**src/rtl/core/ubxfr_pkg.sv**
```systemverilog
package ubxfr_pkg;

	localparam logic [7:0] SYNC_FIRST = 8'hB5;
	localparam logic [7:0] SYNC_SECOND = 8'h62;

	localparam logic [15:0] TIMEOUT_RESET = 16'd10;
	localparam logic [9:0] MAX_LENGTH_RESET = 10'd500;

	localparam int unsigned QDEPTH = 4;
	localparam int unsigned QAW = 2;
	localparam int unsigned QCW = 3;

	typedef enum logic [1:0] {
		CMD_BYTE = 2'd0,
		CMD_TICK = 2'd1,
		CMD_READ = 2'd2
	} cmd_t;

	typedef enum logic {
		KIND_FRAME = 1'b0,
		KIND_READ = 1'b1
	} kind_t;

	typedef enum logic {
		CFG_TIMEOUT = 1'b0,
		CFG_MAX_LENGTH = 1'b1
	} cfg_reg_t;

	typedef enum logic [8:0] {
		PH_SYNC1 = 9'b000000001,
		PH_SYNC2 = 9'b000000010,
		PH_CLASS = 9'b000000100,
		PH_ID = 9'b000001000,
		PH_LEN_LO = 9'b000010000,
		PH_LEN_HI = 9'b000100000,
		PH_DATA = 9'b001000000,
		PH_CK_A = 9'b010000000,
		PH_CK_B = 9'b100000000
	} phase_t;

	typedef struct packed {
		kind_t kind;
		logic [7:0] msg_class;
		logic [7:0] msg_id;
		logic [9:0] payload_length;
		logic [7:0] read_data;
	} rsp_t;

	typedef struct packed {
		logic [QCW-1:0] count;
		logic full;
	} queue_status_t;

endpackage

```
**src/rtl/core/ubx_frame_receiver_core.sv**
```systemverilog
// Channel   Handshake                  Payload
// request   req_valid / req_stall      cmd, data_byte, read_index
// response  rsp_valid / rsp_stall      kind, msg_class, msg_id, payload_length, read_data
// config    cfg_valid / cfg_ready      cfg_index, cfg_data
//
// One request is taken every cycle unless req_stall is high; a result is registered in the s1 stage, then queued.
// The payload store is a single-port-write, single-port-read memory with registered read data.
// Reset clears all control state; the payload store is not cleared and needs no sweep.
// A stalled response is held in a four-item queue; requests keep flowing until a pending result would fill it.
module ubx_frame_receiver_core
	import ubxfr_pkg::*;
#(
	parameter int unsigned BUFFER_DEPTH = 512
) (
	input logic clk,
	input logic arst_n,
	input logic req_valid,
	output logic req_stall,
	input logic [1:0] cmd,
	input logic [7:0] data_byte,
	input logic [8:0] read_index,
	output logic rsp_valid,
	input logic rsp_stall,
	output logic kind,
	output logic [7:0] msg_class,
	output logic [7:0] msg_id,
	output logic [9:0] payload_length,
	output logic [7:0] read_data,
	input logic cfg_valid,
	output logic cfg_ready,
	input logic cfg_index,
	input logic [15:0] cfg_data
);

	localparam int unsigned AW = (BUFFER_DEPTH > 1) ? $clog2(BUFFER_DEPTH) : 1;
	localparam logic [16:0] DEPTH_LIM = 17'(BUFFER_DEPTH);

	logic [15:0] timeout_q;
	logic [9:0] max_len_q;

	phase_t phase_q, phase_d;
	logic [7:0] class_q, class_d;
	logic [7:0] id_q, id_d;
	logic [9:0] len_q, len_d;
	logic [9:0] wpos_q, wpos_d;
	logic [7:0] sum_a_q, sum_a_d;
	logic [7:0] sum_b_q, sum_b_d;
	logic [15:0] idle_q, idle_d;
	logic timer_armed_q, timer_armed_d;

	logic req_acc;
	logic frame_ok;
	logic mem_we;
	logic rd_en;
	logic rd_in_range;

	logic [7:0] store [BUFFER_DEPTH];
	logic [7:0] mem_rd_s1;

	logic res_valid_s1;
	logic rd_zero_s1;
	rsp_t res_s1;
	rsp_t push_item;
	rsp_t head_item;
	queue_status_t qstat;

	assign req_acc = req_valid && !req_stall;
	assign cfg_ready = 1'b1;
	assign rd_in_range = ({8'b0, read_index} < DEPTH_LIM);
	assign rd_en = req_acc && (cmd == CMD_READ) && rd_in_range;

	always_ff @(posedge clk or negedge arst_n) begin
		if (!arst_n) begin
			timeout_q <= TIMEOUT_RESET;
			max_len_q <= MAX_LENGTH_RESET;
		end else if (cfg_valid && cfg_ready) begin
			unique case (cfg_reg_t'(cfg_index))
				CFG_TIMEOUT: timeout_q <= cfg_data;
				CFG_MAX_LENGTH: max_len_q <= cfg_data[9:0];
			endcase
		end
	end

	always_comb begin
		logic [7:0] sum_a_add;
		logic [7:0] sum_b_add;
		logic [16:0] len_full;
		logic [9:0] wpos_inc;
		logic [16:0] tick_cnt;

		sum_a_add = sum_a_q + data_byte;
		sum_b_add = sum_b_q + sum_a_add;
		len_full = {1'b0, data_byte, len_q[7:0]};
		wpos_inc = wpos_q + 10'd1;
		tick_cnt = {1'b0, idle_q} + 17'd1;

		phase_d = phase_q;
		class_d = class_q;
		id_d = id_q;
		len_d = len_q;
		wpos_d = wpos_q;
		sum_a_d = sum_a_q;
		sum_b_d = sum_b_q;
		idle_d = idle_q;
		timer_armed_d = timer_armed_q;
		frame_ok = 1'b0;
		mem_we = 1'b0;

		if (req_acc) begin
			unique case (cmd_t'(cmd))
				CMD_BYTE: begin
					idle_d = '0;
					timer_armed_d = 1'b1;
					unique case (phase_q)
						PH_SYNC1: begin
							if (data_byte == SYNC_FIRST) begin
								phase_d = PH_SYNC2;
							end
						end
						PH_SYNC2: begin
							if (data_byte == SYNC_SECOND) begin
								sum_a_d = '0;
								sum_b_d = '0;
								phase_d = PH_CLASS;
							end else begin
								phase_d = PH_SYNC1;
							end
						end
						PH_CLASS: begin
							class_d = data_byte;
							sum_a_d = sum_a_add;
							sum_b_d = sum_b_add;
							phase_d = PH_ID;
						end
						PH_ID: begin
							id_d = data_byte;
							sum_a_d = sum_a_add;
							sum_b_d = sum_b_add;
							phase_d = PH_LEN_LO;
						end
						PH_LEN_LO: begin
							len_d = {2'b0, data_byte};
							sum_a_d = sum_a_add;
							sum_b_d = sum_b_add;
							phase_d = PH_LEN_HI;
						end
						PH_LEN_HI: begin
							len_d = len_full[9:0];
							sum_a_d = sum_a_add;
							sum_b_d = sum_b_add;
							wpos_d = '0;
							if (len_full > {7'b0, max_len_q} || len_full > DEPTH_LIM) begin
								phase_d = PH_SYNC1;
							end else if (len_full == '0) begin
								phase_d = PH_CK_A;
							end else begin
								phase_d = PH_DATA;
							end
						end
						PH_DATA: begin
							mem_we = 1'b1;
							wpos_d = wpos_inc;
							sum_a_d = sum_a_add;
							sum_b_d = sum_b_add;
							if (wpos_inc >= len_q) begin
								phase_d = PH_CK_A;
							end
						end
						PH_CK_A: begin
							if (data_byte == sum_a_q) begin
								phase_d = PH_CK_B;
							end else begin
								phase_d = PH_SYNC1;
							end
						end
						PH_CK_B: begin
							phase_d = PH_SYNC1;
							if (data_byte == sum_b_q) begin
								frame_ok = 1'b1;
								timer_armed_d = 1'b0;
							end
						end
						default: phase_d = PH_SYNC1;
					endcase
				end
				CMD_TICK: begin
					if (timer_armed_q) begin
						if (tick_cnt >= {1'b0, timeout_q}) begin
							phase_d = PH_SYNC1;
							timer_armed_d = 1'b0;
							idle_d = '0;
						end else begin
							idle_d = tick_cnt[15:0];
						end
					end
				end
				CMD_READ: begin
				end
				default: begin
				end
			endcase
		end
	end

	always_ff @(posedge clk or negedge arst_n) begin
		if (!arst_n) begin
			phase_q <= PH_SYNC1;
			class_q <= '0;
			id_q <= '0;
			len_q <= '0;
			wpos_q <= '0;
			sum_a_q <= '0;
			sum_b_q <= '0;
			idle_q <= '0;
			timer_armed_q <= 1'b0;
		end else begin
			phase_q <= phase_d;
			class_q <= class_d;
			id_q <= id_d;
			len_q <= len_d;
			wpos_q <= wpos_d;
			sum_a_q <= sum_a_d;
			sum_b_q <= sum_b_d;
			idle_q <= idle_d;
			timer_armed_q <= timer_armed_d;
		end
	end

	always_ff @(posedge clk) begin
		if (mem_we) begin
			store[AW'(wpos_q)] <= data_byte;
		end
		if (rd_en) begin
			mem_rd_s1 <= store[AW'(read_index)];
		end
	end

	always_ff @(posedge clk or negedge arst_n) begin
		if (!arst_n) begin
			res_valid_s1 <= 1'b0;
		end else begin
			res_valid_s1 <= frame_ok || (req_acc && (cmd == CMD_READ));
		end
	end

	always_ff @(posedge clk) begin
		if (frame_ok) begin
			res_s1.kind <= KIND_FRAME;
			res_s1.msg_class <= class_q;
			res_s1.msg_id <= id_q;
			res_s1.payload_length <= len_q;
			res_s1.read_data <= '0;
			rd_zero_s1 <= 1'b1;
		end else if (req_acc && (cmd == CMD_READ)) begin
			res_s1.kind <= KIND_READ;
			res_s1.msg_class <= '0;
			res_s1.msg_id <= '0;
			res_s1.payload_length <= '0;
			res_s1.read_data <= '0;
			rd_zero_s1 <= !rd_in_range;
		end
	end

	always_comb begin
		push_item = res_s1;
		push_item.read_data = rd_zero_s1 ? 8'd0 : mem_rd_s1;
	end

	ubxfr_rsp_queue u_rsp_queue (
		.clk(clk),
		.arst_n(arst_n),
		.wr_en(res_valid_s1),
		.wr_item(push_item),
		.head_valid(rsp_valid),
		.head_stall(rsp_stall),
		.head_item(head_item),
		.status(qstat)
	);

	assign req_stall = ({1'b0, qstat.count} + 4'(res_valid_s1)) >= 4'(QDEPTH);

	assign kind = head_item.kind;
	assign msg_class = head_item.msg_class;
	assign msg_id = head_item.msg_id;
	assign payload_length = head_item.payload_length;
	assign read_data = head_item.read_data;

	a_no_push_when_full: assert property (@(posedge clk) disable iff (!arst_n)
		res_valid_s1 |-> !qstat.full)
		else $error("result pushed into a full response queue");

	a_read_gives_result: assert property (@(posedge clk) disable iff (!arst_n)
		(req_acc && (cmd == CMD_READ)) |=> (res_valid_s1 && res_s1.kind == KIND_READ))
		else $error("read item did not produce a read result");

	a_byte_arms_timer: assert property (@(posedge clk) disable iff (!arst_n)
		(req_acc && (cmd == CMD_BYTE) && !frame_ok) |=> timer_armed_q)
		else $error("received byte left the idle timer disarmed");

endmodule

```
**src/rtl/core/ubxfr_rsp_queue.sv**
```systemverilog
module ubxfr_rsp_queue
	import ubxfr_pkg::*;
(
	input logic clk,
	input logic arst_n,
	input logic wr_en,
	input rsp_t wr_item,
	output logic head_valid,
	input logic head_stall,
	output rsp_t head_item,
	output queue_status_t status
);

	rsp_t entry_q [QDEPTH];
	logic [QAW-1:0] wr_ptr_q;
	logic [QAW-1:0] rd_ptr_q;
	logic [QCW-1:0] count_q;
	logic pop;

	assign head_valid = (count_q != '0);
	assign pop = head_valid && !head_stall;
	assign head_item = entry_q[rd_ptr_q];
	assign status.count = count_q;
	assign status.full = (count_q == QCW'(QDEPTH));

	always_ff @(posedge clk) begin
		if (wr_en) begin
			entry_q[wr_ptr_q] <= wr_item;
		end
	end

	always_ff @(posedge clk or negedge arst_n) begin
		if (!arst_n) begin
			wr_ptr_q <= '0;
			rd_ptr_q <= '0;
			count_q <= '0;
		end else begin
			if (wr_en) begin
				wr_ptr_q <= wr_ptr_q + QAW'(1);
			end
			if (pop) begin
				rd_ptr_q <= rd_ptr_q + QAW'(1);
			end
			if (wr_en && !pop) begin
				count_q <= count_q + QCW'(1);
			end else if (pop && !wr_en) begin
				count_q <= count_q - QCW'(1);
			end
		end
	end

endmodule
```
**config.mk**
```make
export PLATFORM = sky130hd
export DESIGN_NAME = ubx_frame_receiver_core
export DESIGN_NICKNAME = d
export VERILOG_FILES = /design/src/rtl/core/ubxfr_pkg.sv /design/src/rtl/core/ubx_frame_receiver_core.sv /design/src/rtl/core/ubxfr_rsp_queue.sv
export SDC_FILE = /design/constraint.sdc
export NUM_CORES = 2
export LEC_CHECK = 0
export ABC_AREA = 0
export BUFFER_PORTS_ARGS = -buffer_cell sky130_fd_sc_hd__buf_2
export CORE_MARGIN = 4
export CORE_UTILIZATION = 55
export CTS_CLUSTER_DIAMETER = 50
export DETAILED_ROUTE_END_ITERATION = 16
export PLACE_DENSITY_LB_ADDON = 0.3
export SYNTH_ARGS = -nofsm -noshare
export SYNTH_HDL_FRONTEND = slang
export SYNTH_MEMORY_MAX_BITS = 65536
export SYNTH_SLANG_ARGS = --single-unit
```
**constraint.sdc**
```tcl
create_clock -name clk -period 4.15 [get_ports clk]
set_clock_uncertainty 0.1 [all_clocks]
set_input_delay 0.2075 -clock clk [delete_from_list [all_inputs] [get_ports clk]]
set_output_delay 0.2075 -clock clk [all_outputs]
set_load 0.05 [all_outputs]
```
==> out/metrics.yaml <==
sta:
  rsz0062_at_grt: "no"
  finalSetupViolations: 0
  fin_setup_tns_ns: 0
  worstMarginPinSlew_ns: 1.22
  final-hold-violation-count: 0
  finalCritPeriodShare: 0.931
  layout_setup_ws_ns: 0.288
  slew_headroom: 0.189
  slew_violations: 0
  fmax_ghz: 0.259
  hold_ws_ns: 0.113
  period_needed_ns: 3.86
clocking:
  cts_root_buffer: "clkbuf_16"
  path_clk_slew_ns: 0.06
  cts_setup_buffers: 0
  cts_made_buffers: 444
  htreeDepth: 5
  clock-sinks: 4384
  cts_tree: "built"
  cts_buffer_depth: 4
  clock_latency_ns: 0.95
setup_path:
  ff2ff_setup_slack_ns: 0.29
  critical_path_class: "reg2reg"
  rr_startpoint: "idle_q[0]$_DFFE_PN0P_"
  cp.arrival_ns: 4.62
  cp-end-kind: "register"
  cp_max_fo: 8
  cp-endpoint: "timer_armed_q$_DFFE_PN0P_"
  startpoint: "idle_q[0]$_DFFE_PN0P_"
  reg2reg_depth: 15
  r2r-end: "timer_armed_q$_DFFE_PN0P_"
  startpoint_type: "register"
  crit_required_ns: 4.91
floorplan:
  core.rowCount: 204
  dieArea_um2: 320000
  die_w_um: 566
  core_um2: 309000
  fp.dieH_um: 566
  ios: 79
  start_util: 0.553
finish:
  postLayoutCoreUtil: 0.631
  nets: 9001
  syn2layout_area_growth_pct: 14.1
  layout_common_cells: "edfxtp_1, mux4_2, nor2_1, buf_4, clkbuf_16"
  final_common_cell: "edfxtp_1"
  final_cells: 13400
  drive_gt1_frac: 0.268
route:
  vias: 85900
  drc: 0
  ant_nets: 0
  drt_wl_total_um: 414000
  drt_iter0_markers: 11500
  wl_per_cell_um: 30.9
  first_pass_iters: 6
  viasPerCell: 6.42
logic_synthesis:
  synth_flop_cell: "edfxtp_1"
  ys_seq_elements: 4384
  yosysTopAreaCell: "edfxtp_1"
  syn_area_per_cell_um2: 20.8
  synth_fp_nets: 8339
  syn-cell-area_um2: 171000
  synthArstFlopShare: 0.0255
  yosysWarnings: 0
  synthTopCellsByArea: "edfxtp_1, mux4_2, dfrtp_1"
  ys_seq_area_frac: 0.766
  syn_inst: 8235
  ys_types: 72
  synth-edff-count: 4270
  netlist.area_leader.share: 0.749
place:
  dp_slack_ns: 0.345
  hpwl_um: 251000
  port_buffers: 77
  dp.cells: 12500
  globalplace.congestion: 0.880
flow_run:
  cap_violations: 0
worst_hold_path:
  min_path_type: "in2reg"
outcome:
  status: "finished clean"
global_routing:
  grt_max_degree: 207
  grt.overflow.total: 0
  antenna_found_initial: 23
  globalRouteTotalUtil: 0.257
  grt_pass1_vias: 87600
  grt_pass1_wl_um: 608000
pwr:
  power_density_nw_per_um2: 488
  peakVddDrop_mv: 0.438
  power_leakage_nw: 62.7
critical path: stages (launching register included):
cell and delay, ns:
dfrtp_1 0.42, ha_1 0.23, inv_1 0.07, nor2_2 0.17, and4_1 0.28, and3_1 0.19
xor2_1 0.22, ha_1 0.28, a21oi_1 0.14, nor2b_1 0.07, a311o_1 0.35, a21oi_4 0.21
buf_4 0.24, a21oi_1 0.09, dlygate4sd3_1 0.57, o22ai_1 0.12
cells by family (layout without fill, tap and decap cells):
logic type / after synthesis / after routing / share of synthesized area
flops: 4384 / 4384 / 0.766
mux: 1381 / 1381 / 0.159
simple gates: 1156 / 1156 / 0.0297
compound gates: 649 / 649 / 0.0233
buf+inv: 553 / 1582 / 0.0152
fa+ha+maj: 63 / 63 / 0.00474
xor+xnor: 48 / 48 / 0.00246
other cells: 1 / 4 / 0.0000219
repair_timing:
action,CTS,global route
gates resized for setup,0,2
hold buffers,85,0
endpoints found under the setup margin,0,1
endpoints found under the hold margin,1178,0
through the flow:
stage | area (um2) | power [mW]
floorplan | 171000 | 53.9
global placement | 180000 | 56.3
detailed placement | 180000 | 56.4
CTS | 195000 | 95.7
global route | 195000 | 98.1
finish | 195000 | 95.3
worst min-delay path by stage:
stage                              endpoint         start  slack [ns]  depth (start not counted)
finish              store[215][7]$_DFFE_PP_  data_byte[7]        0.11                          2
global placement        id_q[3]$_DFFE_PN0P_        arst_n        0.28                          1
global route        store[213][7]$_DFFE_PP_  data_byte[7]        0.09                          2
floorplan            class_q[0]$_DFFE_PN0P_        arst_n       -0.19                          0
detailed placement   class_q[5]$_DFFE_PN0P_        arst_n        0.29                          1
CTS                 store[213][7]$_DFFE_PP_  data_byte[7]        0.05                          2
Yosys cell counts (7+ instances only):
cell type / count
a21o_1: 15
a21oi_1: 132
a221oi_1: 20
a22o_1: 17
a22oi_1: 8
a31oi_1: 10
a32o_1: 15
and2_1: 33
and3_1: 21
and4_1: 20
buf_1: 54
buf_2: 131
buf_4: 60
buf_6: 18
clkbuf_1: 229
dfrtp_1: 103
dfstp_2: 9
edfxtp_1: 4270
ha_1: 60
inv_1: 60
mux2_2: 66
mux2i_1: 255
mux4_2: 1060
nand2_1: 207
nand2_2: 9
nand3_1: 113
nand4_1: 25
nor2_1: 628
nor2b_1: 27
nor3_1: 17
nor3b_1: 8
nor4_1: 10
o21ai_0: 243
o221ai_1: 27
o22ai_1: 100
o2bb2ai_1: 32
or2_2: 7
xnor2_1: 24
xor2_1: 24
state kept, by name (all words and copies together) (netlist names), 2 cells and up:
name                  count
push_item                27
u_rsp_queue.wr_ptr_q      2
store                  4096
mem_rd_s1                 8
id_q                      8
wpos_q                   10
u_rsp_queue.count_q       3
u_rsp_queue.entry_q     140
class_q                   8
len_q                    10
sum_b_q                   8
max_len_q                10
u_rsp_queue.rd_ptr_q      2
idle_q                   16
phase_q                   9
sum_a_q                   8
timeout_q                16
layer usage:
metal  GRT usage  routed length, um  vias up
met1       0.360             157000    45200
met2       0.412             202000     4677
met3      0.0482              39300      744
li1            -                  -    35300
met5           0                 80        -
met4      0.0898              15500       14
where the power goes:
part | switching (mW) | internal (mW)
clock | 16.9 | 22.8
sequential | 0.267 | 48.8
combinational | 4.11 | 2.39
total | 21.3 | 74.0
final cells by class:
class | count | area [um2]
Clock inverter | 295 | 3030
Clock buffer | 518 | 11500
Antenna cell | 3 | 7.51
Tap cell | 4120 | 5150
Fill cell | 20300 | 114000
Inverter | 60 | 225
Sequential cell | 4384 | 131000
Timing Repair Buffer | 709 | 6560
Multi-Input combinational cell | 3298 | 37700
No activity file was read; power rests on OpenSTA's default activity.
